### config.mk
export PLATFORM = sky130hd
export DESIGN_NAME = diff_pair_rx_fault_qualifier_core_flat
export DESIGN_NICKNAME = d
export VERILOG_FILES = /design/src/hdl/dprfq_pkg.sv /design/src/hdl/dprfq_ifs.sv /design/src/hdl/diff_pair_rx_fault_qualifier_core.sv /design/src/flat_wrapper.sv
export VERILOG_INCLUDE_DIRS = /design/src /design/src/hdl
export SDC_FILE = /design/constraint.sdc
export NUM_CORES = 1
export LEC_CHECK = 0
export ABC_AREA = 1
export BUFFER_PORTS_ARGS = -buffer_cell sky130_fd_sc_hd__buf_2
export CAP_MARGIN = 20
export CORE_MARGIN = 3
export CORE_UTILIZATION = 45
export CTS_BUF_LIST = sky130_fd_sc_hd__clkbuf_4 sky130_fd_sc_hd__clkbuf_8
export CTS_CLUSTER_DIAMETER = 50
export DETAILED_ROUTE_END_ITERATION = 10
export SETUP_SLACK_MARGIN = 0.05
export SLEW_MARGIN = 25
export SYNTH_ARGS = -nofsm -noshare
export SYNTH_HDL_FRONTEND = slang
export SYNTH_SLANG_ARGS = --single-unit
export TNS_END_PERCENT = 10
### constraint.sdc
create_clock -name clk -period 4.3 [get_ports clk]
set_input_delay 0.86 -clock clk [delete_from_list [all_inputs] [get_ports clk]]
set_output_delay 0.86 -clock clk [all_outputs]
set_load 0.005 [all_outputs]
### src/hdl/diff_pair_rx_fault_qualifier_core_defines.svh
// assertion macros for the differential pair fault qualifier
// bodies expect clk and rst in the scope that uses them
`ifndef DIFF_PAIR_RX_FAULT_QUALIFIER_CORE_DEFINES_SVH
`define DIFF_PAIR_RX_FAULT_QUALIFIER_CORE_DEFINES_SVH

// same-cycle implication
`define DPRFQ_ASSERT_NOW(label, ante, cons) \
  label: assert property (@(posedge clk) disable iff (rst) (ante) |-> (cons)) \
    else $error("dprfq assertion failed");

// next-cycle implication
`define DPRFQ_ASSERT_NEXT(label, ante, cons) \
  label: assert property (@(posedge clk) disable iff (rst) (ante) |=> (cons)) \
    else $error("dprfq assertion failed");

`endif

### src/hdl/dprfq_pkg.sv
// shared widths, reset values and register indexes of the pair fault qualifier
// no dependencies
`default_nettype none

package dprfq_pkg;

  localparam int FIELD_W = 8;
  localparam int CNT_W   = 4;
  localparam int CFG_IDX_W = 2;

  typedef logic [FIELD_W-1:0]   lines_t;
  typedef logic [CNT_W-1:0]     cnt_t;
  typedef logic [CFG_IDX_W-1:0] cfg_idx_t;

  localparam cfg_idx_t REG_CONFIRM_SAMPLES  = cfg_idx_t'(0);
  localparam cfg_idx_t REG_ACTIVITY_TIMEOUT = cfg_idx_t'(1);

  localparam cnt_t CONFIRM_RESET = cnt_t'(6);
  localparam cnt_t TIMEOUT_RESET = cnt_t'(10);

endpackage

`default_nettype wire

### src/hdl/dprfq_ifs.sv
// valid/ready channels of the pair fault qualifier: samples, results, config
// depends on dprfq_pkg
`default_nettype none

interface dprfq_sample_if import dprfq_pkg::*; ();
  logic   valid;
  logic   ready;
  lines_t host_p_lines;
  lines_t host_n_lines;
  lines_t lane_p_lines;
  lines_t lane_n_lines;

  modport source (output valid, host_p_lines, host_n_lines, lane_p_lines, lane_n_lines,
                  input ready);
  modport sink   (input valid, host_p_lines, host_n_lines, lane_p_lines, lane_n_lines,
                  output ready);
endinterface

interface dprfq_result_if import dprfq_pkg::*; ();
  logic   valid;
  logic   ready;
  lines_t host_fault_mask;
  lines_t lane_fault_mask;

  modport source (output valid, host_fault_mask, lane_fault_mask, input ready);
  modport sink   (input valid, host_fault_mask, lane_fault_mask, output ready);
endinterface

interface dprfq_cfg_if import dprfq_pkg::*; ();
  logic     valid;
  logic     ready;
  cfg_idx_t index;
  cnt_t     data;

  modport source (output valid, index, data, input ready);
  modport sink   (input valid, index, data, output ready);
endinterface

`default_nettype wire

### src/hdl/diff_pair_rx_fault_qualifier_core.sv
// a sample word passes through the sample register, then the result register
// throughput: one sample word per cycle while the result side takes words; the
// per-pair counter update sits between the sample register and the result register
// reset (rst, synchronous): pair state, valid flags and config back to defaults
// (confirm 6, timeout 10); config port is always ready
`default_nettype none
`include "diff_pair_rx_fault_qualifier_core_defines.svh"

module diff_pair_rx_fault_qualifier_core import dprfq_pkg::*; #(
  parameter int PAIRS_PER_GROUP = 8
) (
  input  wire logic       clk,
  input  wire logic       rst,
  dprfq_sample_if.sink    sample,
  dprfq_result_if.source  result,
  dprfq_cfg_if.sink       cfg
);

  localparam int NUM_PAIRS = 2 * PAIRS_PER_GROUP;

  // configuration registers
  cnt_t confirm;
  cnt_t timeout;

  // sample register stage
  logic   s1_valid;
  lines_t s1_host_p;
  lines_t s1_host_n;
  lines_t s1_lane_p;
  lines_t s1_lane_n;

  // result register stage
  logic   res_valid;
  lines_t host_mask;
  lines_t lane_mask;

  // per-pair state, host pairs first then lane pairs
  logic [NUM_PAIRS-1:0]            last_p;
  logic [NUM_PAIRS-1:0]            seen;
  logic [NUM_PAIRS-1:0][CNT_W-1:0] stuck_q;
  logic [NUM_PAIRS-1:0][CNT_W-1:0] bad_q;
  logic [NUM_PAIRS-1:0]            fault_q;

  wire  [NUM_PAIRS-1:0]            last_p_next;
  wire  [NUM_PAIRS-1:0][CNT_W-1:0] stuck_next;
  wire  [NUM_PAIRS-1:0][CNT_W-1:0] bad_next;
  wire  [NUM_PAIRS-1:0]            fault_next;

  wire  [FIELD_W-1:0]              host_mask_next;
  wire  [FIELD_W-1:0]              lane_mask_next;

  logic advance;
  logic s1_fire;

  // the result register frees whenever it is empty or being taken
  assign advance      = !res_valid || result.ready;
  assign s1_fire      = s1_valid && advance;
  // a new word may enter while the previous result still waits
  assign sample.ready = !s1_valid || advance;

  assign result.valid           = res_valid;
  assign result.host_fault_mask = host_mask;
  assign result.lane_fault_mask = lane_mask;

  assign cfg.ready = 1'b1;

  // configuration writes; unknown indexes are dropped
  always_ff @(posedge clk) begin
    if (rst) begin
      confirm <= CONFIRM_RESET;
      timeout <= TIMEOUT_RESET;
    end else if (cfg.valid) begin
      unique case (cfg.index)
        REG_CONFIRM_SAMPLES:  confirm <= cfg.data;
        REG_ACTIVITY_TIMEOUT: timeout <= cfg.data;
        default: ;
      endcase
    end
  end

  // sample register
  always_ff @(posedge clk) begin
    if (rst) begin
      s1_valid <= 1'b0;
    end else if (sample.ready) begin
      s1_valid <= sample.valid;
    end
  end

  always_ff @(posedge clk) begin
    if (sample.valid && sample.ready) begin
      s1_host_p <= sample.host_p_lines;
      s1_host_n <= sample.host_n_lines;
      s1_lane_p <= sample.lane_p_lines;
      s1_lane_n <= sample.lane_n_lines;
    end
  end

  // per-pair watchdog and integrating fault counter
  for (genvar k = 0; k < NUM_PAIRS; k++) begin : g_pair
    localparam int GRP = k / PAIRS_PER_GROUP;
    localparam int CH  = k % PAIRS_PER_GROUP;

    logic p_bit;
    logic n_bit;
    cnt_t stuck_nx;
    cnt_t bad_nx;
    logic fault_nx;
    logic pair_bad;

    // channels beyond the field width see both lines low
    if (CH < FIELD_W) begin : g_tap
      assign p_bit = (GRP == 0) ? s1_host_p[CH] : s1_lane_p[CH];
      assign n_bit = (GRP == 0) ? s1_host_n[CH] : s1_lane_n[CH];
    end else begin : g_none
      assign p_bit = 1'b0;
      assign n_bit = 1'b0;
    end

    always_comb begin
      // stuck count restarts on a toggle or on the very first sample
      stuck_nx = '0;
      if (seen[k] && (p_bit == last_p[k])) begin
        stuck_nx = (stuck_q[k] < timeout) ? stuck_q[k] + 1'b1 : stuck_q[k];
      end
      pair_bad = (p_bit == n_bit) || (stuck_nx >= timeout);

      bad_nx   = bad_q[k];
      fault_nx = fault_q[k];
      if (pair_bad) begin
        if (bad_q[k] < confirm) begin
          bad_nx = bad_q[k] + 1'b1;
        end
        if (bad_nx >= confirm) begin
          fault_nx = 1'b1;
        end
      end else if (bad_q[k] != '0) begin
        bad_nx = bad_q[k] - 1'b1;
        if (bad_nx == '0) begin
          fault_nx = 1'b0;
        end
      end
    end

    assign last_p_next[k] = p_bit;
    assign stuck_next[k]  = stuck_nx;
    assign bad_next[k]    = bad_nx;
    assign fault_next[k]  = fault_nx;
  end

  // fault masks; bits past the group size stay low
  for (genvar i = 0; i < FIELD_W; i++) begin : g_mask
    if (i < PAIRS_PER_GROUP) begin : g_used
      assign host_mask_next[i] = fault_next[i];
      assign lane_mask_next[i] = fault_next[PAIRS_PER_GROUP + i];
    end else begin : g_unused
      assign host_mask_next[i] = 1'b0;
      assign lane_mask_next[i] = 1'b0;
    end
  end

  // pair state commits as the word moves into the result register
  always_ff @(posedge clk) begin
    if (rst) begin
      last_p  <= '0;
      seen    <= '0;
      stuck_q <= '0;
      bad_q   <= '0;
      fault_q <= '0;
    end else if (s1_fire) begin
      last_p  <= last_p_next;
      seen    <= '1;
      stuck_q <= stuck_next;
      bad_q   <= bad_next;
      fault_q <= fault_next;
    end
  end

  // result register
  always_ff @(posedge clk) begin
    if (rst) begin
      res_valid <= 1'b0;
    end else if (advance) begin
      res_valid <= s1_valid;
    end
  end

  always_ff @(posedge clk) begin
    if (s1_fire) begin
      host_mask <= host_mask_next;
      lane_mask <= lane_mask_next;
    end
  end

  // an empty sample stage never refuses a word
  `DPRFQ_ASSERT_NOW(a_ready_when_empty, !s1_valid, sample.ready)
  // an accepted word occupies the sample stage next cycle
  `DPRFQ_ASSERT_NEXT(a_accept_fills, sample.valid && sample.ready, s1_valid)
  // a blocked word stays in the sample stage
  `DPRFQ_ASSERT_NEXT(a_s1_holds, s1_valid && !advance, s1_valid)
  // a word leaving the sample stage always lands in the result register
  `DPRFQ_ASSERT_NEXT(a_fire_gives_result, s1_fire, res_valid)
  // fault counters move only with a word
  `DPRFQ_ASSERT_NEXT(a_counts_hold, !s1_fire, $stable(bad_q) && $stable(fault_q))

endmodule

`default_nettype wire

### src/flat_wrapper.sv
// flat-port wrapper written by rule: the top's interface ports become plain ports
module diff_pair_rx_fault_qualifier_core_flat import dprfq_pkg::*;
#(
  parameter int PAIRS_PER_GROUP = 8
)
  (clk, rst, sample_valid, sample_host_p_lines, sample_host_n_lines, sample_lane_p_lines, sample_lane_n_lines, sample_ready, result_valid, result_host_fault_mask, result_lane_fault_mask, result_ready, cfg_valid, cfg_index, cfg_data, cfg_ready);
  dprfq_sample_if sample_i ();
  dprfq_result_if result_i ();
  dprfq_cfg_if cfg_i ();
  input  wire logic clk;
  input  wire logic rst;
  input wire logic [$bits(sample_i.valid)-1:0] sample_valid;
  input wire logic [$bits(sample_i.host_p_lines)-1:0] sample_host_p_lines;
  input wire logic [$bits(sample_i.host_n_lines)-1:0] sample_host_n_lines;
  input wire logic [$bits(sample_i.lane_p_lines)-1:0] sample_lane_p_lines;
  input wire logic [$bits(sample_i.lane_n_lines)-1:0] sample_lane_n_lines;
  output wire logic [$bits(sample_i.ready)-1:0] sample_ready;
  output wire logic [$bits(result_i.valid)-1:0] result_valid;
  output wire logic [$bits(result_i.host_fault_mask)-1:0] result_host_fault_mask;
  output wire logic [$bits(result_i.lane_fault_mask)-1:0] result_lane_fault_mask;
  input wire logic [$bits(result_i.ready)-1:0] result_ready;
  input wire logic [$bits(cfg_i.valid)-1:0] cfg_valid;
  input wire logic [$bits(cfg_i.index)-1:0] cfg_index;
  input wire logic [$bits(cfg_i.data)-1:0] cfg_data;
  output wire logic [$bits(cfg_i.ready)-1:0] cfg_ready;
  assign sample_i.valid = sample_valid;
  assign sample_i.host_p_lines = sample_host_p_lines;
  assign sample_i.host_n_lines = sample_host_n_lines;
  assign sample_i.lane_p_lines = sample_lane_p_lines;
  assign sample_i.lane_n_lines = sample_lane_n_lines;
  assign sample_ready = sample_i.ready;
  assign result_valid = result_i.valid;
  assign result_host_fault_mask = result_i.host_fault_mask;
  assign result_lane_fault_mask = result_i.lane_fault_mask;
  assign result_i.ready = result_ready;
  assign cfg_i.valid = cfg_valid;
  assign cfg_i.index = cfg_index;
  assign cfg_i.data = cfg_data;
  assign cfg_ready = cfg_i.ready;
  diff_pair_rx_fault_qualifier_core #(.PAIRS_PER_GROUP(PAIRS_PER_GROUP)) u_core (.clk(clk), .rst(rst), .sample(sample_i), .result(result_i), .cfg(cfg_i));
endmodule
==> impl_metrics.csv <==
group,metric,value,unit
outcome,outcome,"finished, final reports clean",
grt,grt.total_usage,21.38,%
routing,drc,0,
worst_setup_path,reg2reg_to,"u_core.bad_q[50]",
min_path,min_path_cells,1,
worst_setup_path,criticalPathCategory,"reg2reg",
placement,dp_hpwl,34270,µm
placement,post-place-ws,926.6,ps
floorplan,die_w,214.6,µm
final_layout,mostFrequentLayoutCells,"nand2_1 (686), inv_1 (361), ha_1 (288), nand3_1 (250), a21oi_1 (175)",
final_layout,utilization,50.86,%
worst_setup_path,rr_startpoint,"u_core.timeout[2]",
sta,hold_viol_final,0,
sta,min_period_over_period,78.51,%
worst_setup_path,cp-start-kind,"flop",
synthesis,synth_edf_count,48,
sta,fin_ws,924.2,ps
worst_setup_path,worst_ep_required_time,4790,ps
routing,drtAntennaViolNets,0,
routing,dr.pass1.iters,8,
floorplan,core,42420,µm²
worst_setup_path,endpoint_kind,"flop",
synthesis,yosysTopAreaCell,"ha_1",
floorplan,die-area,46040,µm²
final_layout,final_common_cell,"nand2_1",
worst_setup_path,slowest_stage,"inv_1",
worst_setup_path,cpPeakStageDelay,490,ps
clocking,cts-buffers-inserted,44,
clocking,root_buffer,"clkbuf_8",
routing,via_per_inst,5.213,
synthesis,synth.top_cell.area_share,18.41,%
synthesis,synth_cells,2821,
placement,portBuffers,60,
worst_setup_path,crit_arrival,3870,ps
clocking,clock_sinks,219,
synthesis,syn_avg_cell_area,6.940,µm²
final_layout,n_antenna_cell,0,
worst_setup_path,critPathTopFamily,"simple AND/OR/NAND/NOR gates",
final_layout,stdcell_area,21570,µm²
floorplan,num_io_pins,62,
clocking,cts_hold_buffers,0,
grt,overflow,0,
sta,setup_tns,0,ps
sta,fmax,0.2962,GHz
grt,grt_pass1_wl,83060,µm
final_layout,drive_gt1_share,10.83,%
sta,skew,18.22,ps
sta,setup_violations,0,
flow_run,max_cap_violations,0,
clocking,clkTransAtPathRegs,60,ps
worst_setup_path,worst-path-max-fanout,13,
worst_setup_path,r2r_slack,920,ps
synthesis,syn_nets,3152,
placement,place.gp.congestion,0.8826,
routing,drt_wl_total,49800,µm
placement,place_inst,3422,
clocking,cts_setup_buffers,0,
synthesis,synthTopCellsByArea,"ha_1 (18%), dfxtp_1 (17%), nand2_1 (13%)",
floorplan,fp.dieH,214.6,µm
sta,fin_crit,3376,ps
worst_setup_path,path_cells,"inv_1 > buf_4 > ha_1 > nand3_1 > nand2_1 > nand2_1 > nand2_1 > nand2_1 > inv_1 > ha_1 > nand4_1 > nand4_2 > nor2_1 > nor2_1 > clkinv_1 > nor2_1 > nor2_1",
clocking,clk_latency,610,ps
min_path,min_path_type,"in2reg",
grt,grt_start_max_net_pins,98,
min_path,hold_start,"sample_lane_p_lines[0]",
synthesis,synth-seq-area-share,24.85,%
power_and_ir_drop,ir_worst_vdd,0.3201,mV
clocking,cts_buffer_depth,3,
synthesis,async_flop_share,0,%
min_path,whs_endpoint,"u_core.s1_lane_p[0]",
clocking,htree_levels,2,
floorplan,initial_core_util,46.16,%
sta,rsz0062_at_grt,"no",
synthesis,ys_types,38,
clocking,cts_tree,"built",
routing,vias,18270,
sta,max_slew_margin,41.15,%
final_layout,area.growth.synth_to_final,10.19,%
power_and_ir_drop,p_leak,11.33,nW
sta,worst_pin_slew,881.7,ps
clocking,cts_resized,0,
placement,postPlaceCellArea,20510,µm²
synthesis,synth_ff_type,"dfxtp_1",
routing,drt_iter0_drc,1061,
worst_setup_path,path_buf_inv,4,
grt,grt_pass1_vias,17300,
power_and_ir_drop,pwr_density_cell,325.0,nW/µm²
floorplan,rows,75,
final_layout,layout.cells.non_filler,3504,
synthesis,ys_ff_latch,219,
sta,final_max_slew_viol_count,0,
grt,antenna_found_initial,0,
routing,routedWlPerCell,14.21,µm
synthesis,syn_area,19580,µm²
worst_setup_path,worstRegToRegCells,17,
synthesis,yosys_warnings,0,
final_layout,final_nets,3222,
==> worst register-to-register path: stages, from the launching register on <==
cell	delay [ps]
dfxtp_1	290
inv_1	490
buf_4	330
ha_1	250
nand3_1	170
nand2_1	130
nand2_1	80
nand2_1	40
nand2_1	70
inv_1	50
ha_1	300
nand4_1	150
nand4_2	230
nor2_1	60
nor2_1	270
clkinv_1	150
nor2_1	130
nor2_1	50
==> report_power, final <==
part	total, mW	internal (mW)	switching, mW
Clock	2.56	1.56	0.992
Sequential	2.47	2.27	0.204
Combinational	1.98	0.772	1.21
==> how the worst max path moves through the flow <==
stage          cells after the start          endpoint               from
2_1_floorplan                     16  u_core.bad_q[45]  u_core.timeout[3]
3_3_place_gp                      16  u_core.bad_q[25]  u_core.timeout[2]
3_5_place_dp                      17  u_core.bad_q[50]  u_core.timeout[2]
4_1_cts                           17  u_core.bad_q[50]  u_core.timeout[2]
5_1_grt                           17  u_core.bad_q[49]  u_core.timeout[3]
6_report                          17  u_core.bad_q[50]  u_core.timeout[2]
==> kinds of logic after synthesis <==
group	count (synthesis)	share of synthesized area, %
simple gates	1395	33.52
compound gates	377	10.22
fa+ha+maj	288	18.41
flops	219	24.85
xor+xnor	80	3.579
buf+inv	461	9.408
other cells	1	0.01915
==> cell usage after synthesis (21+ instances only) <==
| cell | number |
|---|---|
| o21ai_1 | 39 |
| nand2_1 | 686 |
| inv_1 | 362 |
| nand3b_1 | 37 |
| nand3_1 | 250 |
| ha_1 | 288 |
| nor2_1 | 168 |
| inv_2 | 30 |
| xnor2_1 | 38 |
| o21ai_0 | 126 |
| nand2_2 | 44 |
| buf_2 | 21 |
| a21oi_1 | 175 |
| xor2_1 | 42 |
| nand4_1 | 119 |
| edfxtp_1 | 48 |
| and2_1 | 30 |
| dfxtp_1 | 171 |
==> registers in the layout (all words and copies together) (netlist names) <==
| register | flops |
|---|---|
| u_core.s1_host_n | 8 |
| u_core.s1_lane_n | 8 |
| u_core.s1_valid | 1 |
| u_core.result.valid | 1 |
| u_core.last_p | 16 |
| u_core.result.host_fault_mask | 8 |
| u_core.s1_host_p | 8 |
| u_core.fault_q | 16 |
| u_core.s1_lane_p | 8 |
| u_core.confirm | 4 |
| u_core.stuck_q | 64 |
| u_core.result.lane_fault_mask | 8 |
| u_core.timeout | 4 |
| u_core.bad_q | 64 |
| u_core.seen | 1 |
==> through the flow <==
step | total power, mW | hold slack, ps
floorplan | 4.001 | 449.1
global placement | 4.438 | 458.3
detailed placement | 4.485 | 469.2
CTS | 7.101 | 369.0
global route | 7.537 | 388.9
finish | 7.010 | 418.7
==> final cells by class <==
type	count	area [µm²]
fillers	4212	20840
inverters	401	1511
repair buffers	84	530.5
clock buffers	69	893.4
clock inverters	13	172.7
well taps	577	721.9
flip-flops and latches	219	4866
multi-input cells	2141	12880
==> routing by layer <==
layer	track usage, %	routed length, µm	up-vias
met4	8.450	1749	0
met1	27.81	23710	8232
met2	35.87	22230	386
li1	-	-	9535
met3	3.004	2110	112
met5	0	0	-
No activity file was read; power rests on OpenSTA's default activity.
